<file path="src/rtl/arpc_pkg.sv">
`default_nettype none
package arpc_pkg;

  localparam int unsigned CACHE_ENTRIES_DEF  = 16;
  localparam int unsigned WAITER_ENTRIES_DEF = 8;

  localparam int unsigned IP_W    = 32;
  localparam int unsigned MAC_W   = 48;
  localparam int unsigned TICK_W  = 32;
  localparam int unsigned TAG_W   = 8;
  localparam int unsigned KIND_W  = 3;
  localparam int unsigned STAT_W  = 4;
  localparam int unsigned IN_DW   = 120;
  localparam int unsigned OUT_DW  = 64;

  // Seed of the oldest-entry chain; it never wins because the seed is marked empty.
  localparam logic [TICK_W-1:0] STAMP_MAX = 32'hFFFF_FFFF;

  localparam logic [KIND_W-1:0] KIND_LOOKUP = 3'd0;
  localparam logic [KIND_W-1:0] KIND_LEARN  = 3'd1;
  localparam logic [KIND_W-1:0] KIND_CLEAR  = 3'd2;
  localparam logic [KIND_W-1:0] KIND_ADD    = 3'd3;
  localparam logic [KIND_W-1:0] KIND_CANCEL = 3'd4;

  localparam logic [STAT_W-1:0] ST_HIT       = 4'd0;
  localparam logic [STAT_W-1:0] ST_MISS      = 4'd1;
  localparam logic [STAT_W-1:0] ST_UPDATED   = 4'd2;
  localparam logic [STAT_W-1:0] ST_INSERTED  = 4'd3;
  localparam logic [STAT_W-1:0] ST_WOKEN     = 4'd4;
  localparam logic [STAT_W-1:0] ST_ADDED     = 4'd5;
  localparam logic [STAT_W-1:0] ST_FULL      = 4'd6;
  localparam logic [STAT_W-1:0] ST_CANCELLED = 4'd7;
  localparam logic [STAT_W-1:0] ST_NOTFOUND  = 4'd8;
  localparam logic [STAT_W-1:0] ST_CLEARED   = 4'd9;

  typedef struct packed {
    logic clear_all;
    logic insert;
    logic update;
  } ent_cmd_t;

  typedef struct packed {
    logic add;
    logic free;
  } wt_cmd_t;

  typedef enum logic [4:0] {
    S_IDLE = 5'b00001,
    S_EXEC = 5'b00010,
    S_SCAN = 5'b00100,
    S_WAKE = 5'b01000,
    S_OUT  = 5'b10000
  } state_t;

endpackage
`default_nettype wire

</file>
<file path="src/rtl/arpc_entry_cell.sv">
`default_nettype none
module arpc_entry_cell #(
  parameter int unsigned IW = 4
) (
  input  wire                          clk,
  input  wire                          rst_n,
  input  arpc_pkg::ent_cmd_t           cmd,
  input  wire                          sel,
  input  wire [IW-1:0]                 my_idx,
  input  wire [arpc_pkg::IP_W-1:0]     key_ip,
  input  wire [arpc_pkg::MAC_W-1:0]    new_mac,
  input  wire [arpc_pkg::TICK_W-1:0]   new_stamp,
  output logic                         valid,
  output logic                         match,
  output logic [arpc_pkg::MAC_W-1:0]   mac,
  input  wire                          ch_have_in,
  input  wire [arpc_pkg::TICK_W-1:0]   ch_stamp_in,
  input  wire [IW-1:0]                 ch_idx_in,
  output logic                         ch_have_out,
  output logic [arpc_pkg::TICK_W-1:0]  ch_stamp_out,
  output logic [IW-1:0]                ch_idx_out
);

  logic                         valid_r;
  logic [arpc_pkg::IP_W-1:0]    ip_r;
  logic [arpc_pkg::MAC_W-1:0]   mac_r;
  logic [arpc_pkg::TICK_W-1:0]  stamp_r;
  logic                         take_own;

  always_ff @(posedge clk) begin
    if (!rst_n) begin
      valid_r <= 1'b0;
    end else if (cmd.clear_all) begin
      valid_r <= 1'b0;
    end else if (sel && cmd.insert) begin
      valid_r <= 1'b1;
    end
  end

  always_ff @(posedge clk) begin
    if (sel && cmd.insert) begin
      ip_r    <= key_ip;
      mac_r   <= new_mac;
      stamp_r <= new_stamp;
    end else if (sel && cmd.update) begin
      mac_r <= new_mac;
    end
  end

  // Strict compare keeps the earlier cell on equal stamps.
  assign take_own = !ch_have_in || (stamp_r < ch_stamp_in);

  always_ff @(posedge clk) begin
    if (!rst_n) begin
      ch_have_out <= 1'b0;
    end else begin
      ch_have_out <= 1'b1;
    end
    ch_stamp_out <= take_own ? stamp_r : ch_stamp_in;
    ch_idx_out   <= take_own ? my_idx : ch_idx_in;
  end

  assign valid = valid_r;
  assign match = valid_r && (ip_r == key_ip);
  assign mac   = mac_r;

endmodule
`default_nettype wire

</file>
<file path="src/rtl/arpc_waiter_cell.sv">
`default_nettype none
module arpc_waiter_cell (
  input  wire                         clk,
  input  wire                         rst_n,
  input  arpc_pkg::wt_cmd_t           cmd,
  input  wire                         sel,
  input  wire [arpc_pkg::IP_W-1:0]    key_ip,
  input  wire [arpc_pkg::TAG_W-1:0]   new_tag,
  output logic                        valid,
  output logic                        match,
  output logic [arpc_pkg::TAG_W-1:0]  tag
);

  logic                        valid_r;
  logic [arpc_pkg::IP_W-1:0]   ip_r;
  logic [arpc_pkg::TAG_W-1:0]  tag_r;

  always_ff @(posedge clk) begin
    if (!rst_n) begin
      valid_r <= 1'b0;
    end else if (sel && cmd.add) begin
      valid_r <= 1'b1;
    end else if (sel && cmd.free) begin
      valid_r <= 1'b0;
    end
  end

  always_ff @(posedge clk) begin
    if (sel && cmd.add) begin
      ip_r  <= key_ip;
      tag_r <= new_tag;
    end
  end

  assign valid = valid_r;
  assign match = valid_r && (ip_r == key_ip);
  assign tag   = tag_r;

endmodule
`default_nettype wire

</file>
<file path="src/rtl/arp_cache_with_waiters.sv">
// IPv4-to-MAC address cache with a table of pending resolution waiters.
// Input channel (in_*): one item is one operation; in_tuser carries the kind
// (lookup, learn, clear cache, add waiter, cancel waiter) and in_tdata the
// address, MAC, tick and waiter tag. Result channel (out_*): out_tuser holds
// the status, out_tdata the MAC, woken tag, waiter-space and evicted flags,
// and out_tlast marks the final result of an item.
// Items are handled one at a time. A lookup, clear, add, cancel or a learn
// that needs no eviction gets its result registered in the execute state; the
// block is ready again in the cycle after that result is taken. A learn
// into a full cache first waits in the scan state for the oldest-entry
// search, which walks a registered chain of one stage per cache cell.
// Each woken waiter adds one result. Unknown kinds produce no result.
// While the receiver stalls, the result register holds and no new item is
// taken. Reset clears all entry and waiter valid bits at once; no clearing
// pass is needed.
`default_nettype none
module arp_cache_with_waiters #(
  parameter int unsigned CACHE_ENTRIES  = arpc_pkg::CACHE_ENTRIES_DEF,
  parameter int unsigned WAITER_ENTRIES = arpc_pkg::WAITER_ENTRIES_DEF
) (
  input  wire                              clk,
  input  wire                              rst_n,
  input  wire                              in_tvalid,
  output logic                             in_tready,
  // tdata, from bit 0: ip_addr[31:0], mac_addr[79:32], now_tick[111:80], waiter_id[119:112]
  input  wire [arpc_pkg::IN_DW-1:0]        in_tdata,
  // tuser: kind[2:0]
  input  wire [arpc_pkg::KIND_W-1:0]       in_tuser,
  output logic                             out_tvalid,
  input  wire                              out_tready,
  // tdata, from bit 0: mac_out[47:0], woken_id[55:48], waiter_space[56], evicted[57], zeros
  output logic [arpc_pkg::OUT_DW-1:0]      out_tdata,
  // tuser: status[3:0]
  output logic [arpc_pkg::STAT_W-1:0]      out_tuser,
  output logic                             out_tlast
);

  localparam int unsigned N  = CACHE_ENTRIES;
  localparam int unsigned W  = WAITER_ENTRIES;
  localparam int unsigned IW = $clog2(N);
  localparam int unsigned CW = $clog2(N + 1);

  // Latched item.
  logic [arpc_pkg::KIND_W-1:0]  kind_r;
  logic [arpc_pkg::IP_W-1:0]    ip_r;
  logic [arpc_pkg::MAC_W-1:0]   mac_r;
  logic [arpc_pkg::TICK_W-1:0]  now_r;
  logic [arpc_pkg::TAG_W-1:0]   id_r;

  arpc_pkg::state_t state_r, state_nxt;
  logic [W-1:0]   wake_r, wake_nxt;
  logic [CW-1:0]  cnt_r, cnt_nxt;

  // Result register.
  logic                          ovalid_r, ovalid_nxt;
  logic [arpc_pkg::STAT_W-1:0]   ostat_r, ostat_nxt;
  logic [arpc_pkg::MAC_W-1:0]    omac_r, omac_nxt;
  logic [arpc_pkg::TAG_W-1:0]    owoken_r, owoken_nxt;
  logic                          ospace_r, ospace_nxt;
  logic                          oevict_r, oevict_nxt;
  logic                          olast_r, olast_nxt;

  // Cache cells.
  logic [N-1:0]                  ent_valid, ent_match, ent_sel;
  logic [arpc_pkg::MAC_W-1:0]    ent_mac [N];
  arpc_pkg::ent_cmd_t            ent_cmd;
  logic [N:0]                    ch_have;
  logic [arpc_pkg::TICK_W-1:0]   ch_stamp [N+1];
  logic [IW-1:0]                 ch_idx [N+1];

  // Waiter cells.
  logic [W-1:0]                  wt_valid, wt_match, wt_sel;
  logic [arpc_pkg::TAG_W-1:0]    wt_tag [W];
  arpc_pkg::wt_cmd_t             wt_cmd;

  logic [N-1:0]                  hit_oh, free_oh, evict_oh;
  logic [W-1:0]                  wfree_oh, wmatch_oh, wake_oh, wake_rest;
  logic [arpc_pkg::MAC_W-1:0]    hit_mac;
  logic [arpc_pkg::TAG_W-1:0]    wake_tag;

  assign ch_have[0]  = 1'b0;
  assign ch_stamp[0] = arpc_pkg::STAMP_MAX;
  assign ch_idx[0]   = '0;

  for (genvar i = 0; i < N; i++) begin : g_ent
    arpc_entry_cell #(.IW(IW)) u_cell (
      .clk          (clk),
      .rst_n        (rst_n),
      .cmd          (ent_cmd),
      .sel          (ent_sel[i]),
      .my_idx       (IW'(i)),
      .key_ip       (ip_r),
      .new_mac      (mac_r),
      .new_stamp    (now_r),
      .valid        (ent_valid[i]),
      .match        (ent_match[i]),
      .mac          (ent_mac[i]),
      .ch_have_in   (ch_have[i]),
      .ch_stamp_in  (ch_stamp[i]),
      .ch_idx_in    (ch_idx[i]),
      .ch_have_out  (ch_have[i+1]),
      .ch_stamp_out (ch_stamp[i+1]),
      .ch_idx_out   (ch_idx[i+1])
    );
    assign evict_oh[i] = (ch_idx[N] == IW'(i));
  end

  for (genvar j = 0; j < W; j++) begin : g_wt
    arpc_waiter_cell u_cell (
      .clk     (clk),
      .rst_n   (rst_n),
      .cmd     (wt_cmd),
      .sel     (wt_sel[j]),
      .key_ip  (ip_r),
      .new_tag (id_r),
      .valid   (wt_valid[j]),
      .match   (wt_match[j]),
      .tag     (wt_tag[j])
    );
  end

  // Lowest set bit picks the first slot in index order.
  assign hit_oh    = ent_match & (~ent_match + N'(1));
  assign free_oh   = ~ent_valid & (ent_valid + N'(1));
  assign wfree_oh  = ~wt_valid & (wt_valid + W'(1));
  assign wmatch_oh = wt_match & (~wt_match + W'(1));
  assign wake_oh   = wake_r & (~wake_r + W'(1));
  assign wake_rest = wake_r & ~wake_oh;

  always_comb begin
    hit_mac = '0;
    for (int i = 0; i < N; i++) begin
      hit_mac = hit_mac | (ent_mac[i] & {arpc_pkg::MAC_W{hit_oh[i]}});
    end
  end

  always_comb begin
    wake_tag = '0;
    for (int j = 0; j < W; j++) begin
      wake_tag = wake_tag | (wt_tag[j] & {arpc_pkg::TAG_W{wake_oh[j]}});
    end
  end

  assign in_tready = (state_r == arpc_pkg::S_IDLE);

  always_comb begin
    state_nxt  = state_r;
    wake_nxt   = wake_r;
    cnt_nxt    = cnt_r;
    ovalid_nxt = ovalid_r;
    ostat_nxt  = ostat_r;
    omac_nxt   = omac_r;
    owoken_nxt = owoken_r;
    ospace_nxt = ospace_r;
    oevict_nxt = oevict_r;
    olast_nxt  = olast_r;
    ent_cmd    = '0;
    ent_sel    = '0;
    wt_cmd     = '0;
    wt_sel     = '0;
    unique case (state_r)
      arpc_pkg::S_IDLE: begin
        if (in_tvalid) begin
          state_nxt = arpc_pkg::S_EXEC;
        end
      end
      arpc_pkg::S_EXEC: begin
        // Most operations finish here with a single result.
        ovalid_nxt = 1'b1;
        omac_nxt   = '0;
        owoken_nxt = '0;
        ospace_nxt = 1'b0;
        oevict_nxt = 1'b0;
        olast_nxt  = 1'b1;
        wake_nxt   = '0;
        state_nxt  = arpc_pkg::S_OUT;
        unique case (kind_r)
          arpc_pkg::KIND_LOOKUP: begin
            if (|ent_match) begin
              ostat_nxt = arpc_pkg::ST_HIT;
              omac_nxt  = hit_mac;
            end else begin
              ostat_nxt  = arpc_pkg::ST_MISS;
              ospace_nxt = ~&wt_valid;
            end
          end
          arpc_pkg::KIND_LEARN: begin
            // Waiters are untouched until the wake phase, so capture them now.
            wake_nxt  = wt_match;
            olast_nxt = ~|wt_match;
            if (|ent_match) begin
              ent_cmd.update = 1'b1;
              ent_sel        = hit_oh;
              ostat_nxt      = arpc_pkg::ST_UPDATED;
            end else if (~&ent_valid) begin
              ent_cmd.insert = 1'b1;
              ent_sel        = free_oh;
              ostat_nxt      = arpc_pkg::ST_INSERTED;
            end else begin
              // Cache full: let the oldest-entry chain settle first.
              ovalid_nxt = 1'b0;
              cnt_nxt    = '0;
              state_nxt  = arpc_pkg::S_SCAN;
            end
          end
          arpc_pkg::KIND_CLEAR: begin
            ent_cmd.clear_all = 1'b1;
            ostat_nxt         = arpc_pkg::ST_CLEARED;
          end
          arpc_pkg::KIND_ADD: begin
            if (~&wt_valid) begin
              wt_cmd.add = 1'b1;
              wt_sel     = wfree_oh;
              ostat_nxt  = arpc_pkg::ST_ADDED;
            end else begin
              ostat_nxt = arpc_pkg::ST_FULL;
            end
          end
          arpc_pkg::KIND_CANCEL: begin
            if (|wt_match) begin
              wt_cmd.free = 1'b1;
              wt_sel      = wmatch_oh;
              ostat_nxt   = arpc_pkg::ST_CANCELLED;
            end else begin
              ostat_nxt = arpc_pkg::ST_NOTFOUND;
            end
          end
          default: begin
            // Unknown kind: no result at all.
            ovalid_nxt = 1'b0;
            state_nxt  = arpc_pkg::S_IDLE;
          end
        endcase
      end
      arpc_pkg::S_SCAN: begin
        if (cnt_r == CW'(N)) begin
          ent_cmd.insert = 1'b1;
          ent_sel        = evict_oh;
          ovalid_nxt     = 1'b1;
          ostat_nxt      = arpc_pkg::ST_INSERTED;
          oevict_nxt     = 1'b1;
          state_nxt      = arpc_pkg::S_OUT;
        end else begin
          cnt_nxt = cnt_r + CW'(1);
        end
      end
      arpc_pkg::S_WAKE: begin
        wt_cmd.free = 1'b1;
        wt_sel      = wake_oh;
        wake_nxt    = wake_rest;
        ovalid_nxt  = 1'b1;
        ostat_nxt   = arpc_pkg::ST_WOKEN;
        omac_nxt    = '0;
        owoken_nxt  = wake_tag;
        ospace_nxt  = 1'b0;
        oevict_nxt  = 1'b0;
        olast_nxt   = ~|wake_rest;
        state_nxt   = arpc_pkg::S_OUT;
      end
      arpc_pkg::S_OUT: begin
        if (out_tready) begin
          ovalid_nxt = 1'b0;
          state_nxt  = (|wake_r) ? arpc_pkg::S_WAKE : arpc_pkg::S_IDLE;
        end
      end
      default: begin
        state_nxt = arpc_pkg::S_IDLE;
      end
    endcase
  end

  always_ff @(posedge clk) begin
    if (!rst_n) begin
      state_r  <= arpc_pkg::S_IDLE;
      ovalid_r <= 1'b0;
      wake_r   <= '0;
      cnt_r    <= '0;
    end else begin
      state_r  <= state_nxt;
      ovalid_r <= ovalid_nxt;
      wake_r   <= wake_nxt;
      cnt_r    <= cnt_nxt;
    end
  end

  always_ff @(posedge clk) begin
    if (in_tvalid && in_tready) begin
      kind_r <= in_tuser;
      ip_r   <= in_tdata[31:0];
      mac_r  <= in_tdata[79:32];
      now_r  <= in_tdata[111:80];
      id_r   <= in_tdata[119:112];
    end
    ostat_r  <= ostat_nxt;
    omac_r   <= omac_nxt;
    owoken_r <= owoken_nxt;
    ospace_r <= ospace_nxt;
    oevict_r <= oevict_nxt;
    olast_r  <= olast_nxt;
  end

  assign out_tvalid = ovalid_r;
  assign out_tuser  = ostat_r;
  assign out_tlast  = olast_r;
  assign out_tdata  = {6'd0, oevict_r, ospace_r, owoken_r, omac_r};

endmodule
`default_nettype wire

</file>
<file path="config.mk">
export PLATFORM = sky130hd
export DESIGN_NAME = arp_cache_with_waiters
export DESIGN_NICKNAME = d
export VERILOG_FILES = /design/src/rtl/arpc_pkg.sv /design/src/rtl/arpc_entry_cell.sv /design/src/rtl/arpc_waiter_cell.sv /design/src/rtl/arp_cache_with_waiters.sv
export SDC_FILE = /design/constraint.sdc
export NUM_CORES = 2
export LEC_CHECK = 0
export ABC_CLOCK_PERIOD_IN_PS = 10400
export BUFFER_PORTS_ARGS = -buffer_cell sky130_fd_sc_hd__buf_2
export CORE_ASPECT_RATIO = 1.4
export CORE_UTILIZATION = 40
export CTS_CLUSTER_DIAMETER = 80
export DETAILED_ROUTE_END_ITERATION = 6
export MAX_ROUTING_LAYER = met4
export PLACE_DENSITY_LB_ADDON = 0.25
export SYNTH_ARGS = -nofsm -noshare
export SYNTH_HDL_FRONTEND = slang
export SYNTH_SLANG_ARGS = --single-unit
</file>
<file path="constraint.sdc">
create_clock -name clk -period 10.4 [get_ports clk]
set_clock_uncertainty 0.15 [all_clocks]
set_input_delay 1.04 -clock clk [delete_from_list [all_inputs] [get_ports clk]]
set_output_delay 1.04 -clock clk [all_outputs]
set_load 0.05 [all_outputs]
</file>
* Yosys cells after proc, flatten, opt, wreduce, memory -nomap -nowiden
Index checks and enable logic that the tools add are counted.
** Operators by class
- Mux-type cells :: 125
- Reduce and logical (&&, ||, !) cells :: 137
- Bitwise gates (word level) :: 59
- Order comparisons :: 15
- Add/sub/neg operators :: 6
- Equal/unequal tests :: 58
** Operators with widths (number)
- two-way mux 48 bit :: 34
- bitwise AND 48 bit :: 16
- equality test 32 bit :: 24
- OR 48 bit :: 15
- < comparator 32 bit :: 15
- two-way mux 32 bit :: 14
- bitwise AND 8 bit :: 12
- one-hot mux 48 bit (2 select lines) :: 1
- logical AND 1 bit :: 73
- two-way mux 16 bit :: 4
- one-hot mux 8 bit (2 select lines) :: 4
- OR 8 bit :: 7
- nonzero test 2 bit :: 27
- two-way mux 5 bit :: 9
- two-way mux 1 bit :: 36
- adder 16 x 1 -> 16 bit, second input constant :: 2
- bitwise AND 16 bit :: 2
- equality test 4 bit, second input constant :: 8
- NOT 16 bit :: 2
- NOT 8 bit :: 4
- one-hot mux 16 bit (2 select lines) :: 1
- one-hot mux 5 bit (5 select lines) :: 1
- adder 8 x 1 -> 8 bit, second input constant :: 3
- two-way mux 8 bit :: 3
- other kinds (40) :: 83
** Word-level totals
- Bits of input ports :: 127
- Logic and storage cells :: 534
- Output and inout bits :: 71
- Flip-flop bits (word level) :: 2871

* Depth between registers and ports, before layout
- Word-level depth :: 24
- Mapped depth :: 15

* Hierarchy
A second synthesis with hierarchy kept.
** Second synthesis, totals
- Cells, all modules :: 7685
- Area total of the unflattened synthesis :: 118957.8 sq um
** Modules (own cells, without submodules)
- arpc_entry_cell at g_ent[1].u_cell ... :: times used 8, area an instance 5883.1 sq um, cells each 350, seq. area each 4124.0 sq um
- arpc_entry_cell at g_ent[0].u_cell ... :: times used 7, area an instance 5724.2 sq um, cells each 352, seq. area each 4124.0 sq um
- arp_cache_with_waiters :: times used 1, area an instance 13294.0 sq um, cells each 1367, seq. area each 5965.7 sq um
- arpc_waiter_cell :: times used 8, area an instance 1597.8 sq um, cells each 88, seq. area each 1221.2 sq um
- arpc_entry_cell at g_ent[9].u_cell :: times used 1, area an instance 5746.8 sq um, cells each 350, seq. area each 4124.0 sq um

* Least setup slack after synthesis
OpenSTA, ideal clock, no wires.
- Kind :: register to register
- From :: register ip_r[23] in the netlist's numbering
- To :: register g_ent[11].u_cell.ip_r[0] in the netlist's numbering, enable pin
- Clock period less this slack :: 8610 ps
- Cell stages (with the launch flop) :: 14
- Setup time :: 494 ps
- Slack :: 1790 ps
- Arrival time :: 7966 ps
- Cells stage by stage :: edfxtp_1 > buf_2 > xor2_1 > nor4_1 > nand3_1 > nor4_1 > or2_4 > or3b_1 > buf_6 > nor3_1 > buf_2 > a21oi_1 > o22ai_1 > nor2b_1
** On the way
- Word-level cells in the longest chain between the ends :: 9
- Elaborated cells between the ends (all ways) :: 43
- Classes of those cells :: 1 x add/sub; 16 x eq/ne; 6 x mux; 2 x bitwise; 18 x reduce/logical
** Ends and longest elaborated chain
- start, declared :: RTL line arp_cache_with_waiters.sv:45 : logic [arpc_pkg::IP_W-1:0] ip_r;
- start signal, assigned :: RTL line arp_cache_with_waiters.sv:289 : ip_r <= in_tdata[31:0];
- equality test 32 bit :: RTL line arpc_entry_cell.sv:64 : assign match = valid_r && (ip_r == key_ip);
- logical AND 1 bit :: RTL line arpc_entry_cell.sv:64
- NOT 16 bit :: RTL line arp_cache_with_waiters.sv:123 : assign hit_oh = ent_match & (~ent_match + N'(1));
- adder 16 x 1 -> 16 bit :: RTL line arp_cache_with_waiters.sv:123
- bitwise AND 16 bit :: RTL line arp_cache_with_waiters.sv:123
- two-way mux 16 bit :: RTL line arp_cache_with_waiters.sv:191 : if (|ent_match) begin
- two-way mux 16 bit :: RTL line arp_cache_with_waiters.sv:177 : unique case (kind_r)
- one-hot mux 16 bit (2 select lines) :: RTL line arp_cache_with_waiters.sv:161 : unique case (state_r)
- logical AND 1 bit * :: RTL line arpc_entry_cell.sv:41 : if (sel && cmd.insert) begin
- end signal, assigned :: RTL line arpc_entry_cell.sv:42 : ip_r <= key_ip;
- end, declared :: RTL line arpc_entry_cell.sv:25 : logic [arpc_pkg::IP_W-1:0] ip_r;
Every way passes the cells marked *; elsewhere a longest branch is shown, timed or not.
A chain may end at the register's enable or synchronous reset.

* Worst setup path in the final report
- From :: register ip_r[23] in the netlist's numbering
- To :: register g_ent[13].u_cell.stamp_r[22] in the netlist's numbering, enable pin
** On the way
- Word-level cells in the longest chain between the ends :: 9
- Elaborated cells between the ends (all ways) :: 43
- Classes of those cells :: 1 x add/sub; 16 x eq/ne; 6 x mux; 2 x bitwise; 18 x reduce/logical
** Ends and longest elaborated chain
- equality test 32 bit :: RTL line arpc_entry_cell.sv:64
- logical AND 1 bit :: RTL line arpc_entry_cell.sv:64
- NOT 16 bit :: RTL line arp_cache_with_waiters.sv:123
- adder 16 x 1 -> 16 bit :: RTL line arp_cache_with_waiters.sv:123
- bitwise AND 16 bit :: RTL line arp_cache_with_waiters.sv:123
- two-way mux 16 bit :: RTL line arp_cache_with_waiters.sv:191
- two-way mux 16 bit :: RTL line arp_cache_with_waiters.sv:177
- one-hot mux 16 bit (2 select lines) :: RTL line arp_cache_with_waiters.sv:161
- logical AND 1 bit * :: RTL line arpc_entry_cell.sv:41
- end signal, assigned :: RTL line arpc_entry_cell.sv:44 : stamp_r <= new_stamp;
- end, declared :: RTL line arpc_entry_cell.sv:27 : logic [arpc_pkg::TICK_W-1:0] stamp_r;
Marks and branches as above.

==> flow_summary.json <==
{
  "status": "complete, but fails checks",
  "failed_checks": "design-rule violations",
  "setup_viol": 0,
  "synth-compound-area-share": 0.0652,
  "grt_use_total": 0.214,
  "p_switching_mw": 5.22,
  "synthTopCellsByArea": "edfxtp_1 (60%), dfxtp_1 (9.9%), ha_1 (5.1%)",
  "seq_area_sq_mm": 0.0805,
  "layout-drive-gt1-share": 0.164,
  "syn2layout_area_growth_pct": 13.5,
  "pwr-share-clk": 0.430,
  "met3WireLength_um": 13700,
  "fin_crit_ns": 7.32,
  "die_w_um": 456,
  "cap_violations": 0,
  "arrival_ns": 7.63,
  "p_seq_frac": 0.531,
  "synth_seq_cells": 2871,
  "place_hpwl_um": 196000,
  "synthMuxAreaShare": 0.0438,
  "hold_class": "in2reg",
  "slew-limit-headroom": 0.167,
  "cts_buffer_depth": 4,
  "dp_cells": 11400,
  "min_path_cells": 1,
  "reg2regPathDepth": 12,
  "path_class": "reg2reg",
  "vdd_drop_max_mv": 0.134,
  "numCtsBuffers": 292,
  "io_pins": 198,
  "critPathMaxFanout": 49,
  "synth_area_sq_mm": 0.116,
  "cts_max_level": 5,
  "port_buffers": 191,
  "cts_hold_buffers": 0,
  "coreArea_sq_mm": 0.288,
  "min_period_over_period": 0.704,
  "fmax_mhz": 137,
  "synth_edf_count": 2298,
  "grt_pass1_wl_um": 448000,
  "rsz0062_at_grt": "false",
  "synth.largest_area_cell": "edfxtp_1",
  "viasPerCell": 5.38,
  "synth_top_area_share": 0.597,
  "nFillCells": 24900,
  "layout_common_cells": "edfxtp_1 (2298), dfxtp_1 (573), xor2_1 (508)",
  "postRouteAntennaNets": 0,
  "root_buffer": "clkbuf_16",
  "cpLargestDelayFamily": "simple AND/OR/NAND/NOR gates",
  "cp_num_cells": 12,
  "yosys.area_share.simple": 0.0572,
  "startpoint_type": "flop",
  "synth_flop_cell": "edfxtp_1",
  "grt_max_degree": 66,
  "cp_num_buf_inv": 3,
  "clk_pin_slew_worst_paths_ns": 0.06,
  "p_leak_nw": 46.8,
  "synth_cells": 7601,
  "cts_tree": "built",
  "avgRoutedWirePerCell_um": 25.7,
  "tightest_slew_ns": 1.25,
  "fp.dieH_um": 638,
  "clkLatencyLatePin_ns": 0.88,
  "cp_cell_sequence": "buf_4 > xor2_1 > nor4_1 > nand3_1 > nor4_2 > buf_4 > or2_4 > or3b_1 > nor4_4 > a221o_4 > nor2b_4 > buf_4",
  "ys_warn_count": 0,
  "hold_slack_ns": 0.179,
  "p_sw_frac": 0.217,
  "synth_top_family_by_area": "compound AO/OA/AOI/OAI gates",
  "final_cells": 12000,
  "final.setup.tns_ns": 0,
  "combPwrFrac": 0.040,
  "cts_setup_buffers": 0,
  "syn_avg_cell_area_sq_um": 15.2,
  "dp_slack_ns": 3.04,
  "final_common_cell": "edfxtp_1",
  "finalWorstSetupSlack_ns": 3.08,
  "slowest_delay_ns": 1.05,
  "worst_path_max_delay_cell": "nor2b_4",
  "async_flop_share": 0,
  "fp-row-count": 233,
  "grt_pass1_vias": 67400,
  "cp_common_cell": "buf_4",
  "grt-ovfl-total": 0,
  "cts_sinks": 2871,
  "dr.pass1.iters": 7,
  "nets": 8577,
  "power.density_mw_per_mm2": 183,
  "worst_ep_required_time_ns": 10.71,
  "start_util": 0.402,
  "drt-total-wl_um": 307000,
  "m1WireLength_um": 119000,
  "end_kind": "flop",
  "internal-power_mw": 18.8,
  "gp_congestion": 0.885,
  "highest_layer": "met4",
  "vias": 64400,
  "yosysSeqAreaShare": 0.696,
  "drc": 2,
  "multiInputGateArea_sq_mm": 0.0324,
  "die_area_sq_mm": 0.291,
  "ctsResizeCount": 0,
  "antenna_found_initial": 14,
  "drt_iter0_drc": 4710,
  "synth-adder-area-share": 0.0507,
  "synth-xor-area-share": 0.0579,
  "finalHoldViolCount": 0,
  "synth.distinct_cells": 85,
  "report.final.slew_viol_count": 0,
  "wl_met2_um": 163000
}
## worst paths after layout
path	from	endpoint	slack, ns
hold / removal	in_tdata[62]	mac_r[30]$_DFFE_PP_	0.18
hold reg to reg	g_ent[0].u_cell.stamp_r[24]$_DFFE_PP_	g_ent[0].u_cell.ch_stamp_out[24]$_DFF_P_	0.18
setup reg to reg	ip_r[23]$_DFFE_PP_	g_ent[13].u_cell.stamp_r[22]$_DFFE_PP_	3.08
setup / recovery	ip_r[23]$_DFFE_PP_	g_ent[13].u_cell.stamp_r[22]$_DFFE_PP_	3.08
## layout make-up
type | instances | area share
Multi-Input combinational cell | 3948 | 0.247
Clock inverter | 134 | 0.00945
Inverter | 505 | 0.0145
Timing Repair Buffer | 365 | 0.0188
Antenna cell | 3 | 0.0000572
Tap cell | 3760 | 0.0358
Clock buffer | 382 | 0.0614
Sequential cell | 2871 | 0.613
## routing by layer
metal / vias up / track usage
li1: 29300 / -
met1: 32900 / 0.241
met2: 1708 / 0.388
met3: 501 / 0.0276
met4: 0 / 0.0774
met5: - / -
## synthesized netlist by cell type (34+ instances only)
library cell  instances
a2111oi_0            34
a21o_1              164
a21oi_1             248
a221oi_1             59
a222oi_1             49
a22o_1               97
a22oi_1              59
a31oi_1              60
buf_2                92
buf_4                37
clkbuf_1            123
dfxtp_1             573
edfxtp_1           2298
ha_1                467
inv_1               504
mux2_2              428
nand2_1             189
nand2b_1             50
nand3_1             114
nand4_1             196
nor2_1              151
nor2b_1              58
nor3_1               81
nor4_1              182
o21ai_0             130
xnor2_1             254
xor2_1              508
## per-stage QoR
stage	total power, mW	utilization	area (sq um)
global placement	13.9	0.424	122000
detailed placement	14.0	0.424	122000
floorplan	13.5	-	116000
finish	24.0	0.456	131000
CTS	24.3	0.456	131000
global route	24.7	0.456	131000
## power groups by stage
stage	clock network [mW]	logic, mW	registers [mW]
finish	10.3	0.951	12.8
global route	11.0	1.02	12.8
CTS	10.5	0.962	12.8
detailed placement	0	0.957	13.0
global placement	0	0.949	13.0
floorplan	0	0.519	13.0
## sequential cells by signal, summed over array words and instances, names as in the netlist, 4 cells and up
signal / count
g_ent.u_cell.mac: 768
g_ent.u_cell.ip_r: 512
g_ent.u_cell.stamp_r: 512
g_ent.u_cell.ch_stamp_out: 480
g_wt.u_cell.ip_r: 256
g_wt.u_cell.tag: 64
g_ent.u_cell.ch_idx_out: 49
mac_r: 48
omac_r: 48
ip_r: 32
now_r: 32
g_ent.u_cell.valid: 16
g_wt.u_cell.valid: 8
id_r: 8
owoken_r: 8
wake_r: 8
cnt_r: 5
state_r: 5
out_tuser: 4
## kinds of logic after synthesis
logic type                 count (synthesis)
xor gates and xnor gates                 763
AOI/OAI and AO/OA                       1074
muxes                                    450
DFF                                     2871
other                                      1
adders and majority gates                469
and+or+nand+nor                         1186
buffers and inverters                    787
No activity file was read; power rests on OpenSTA's default activity.
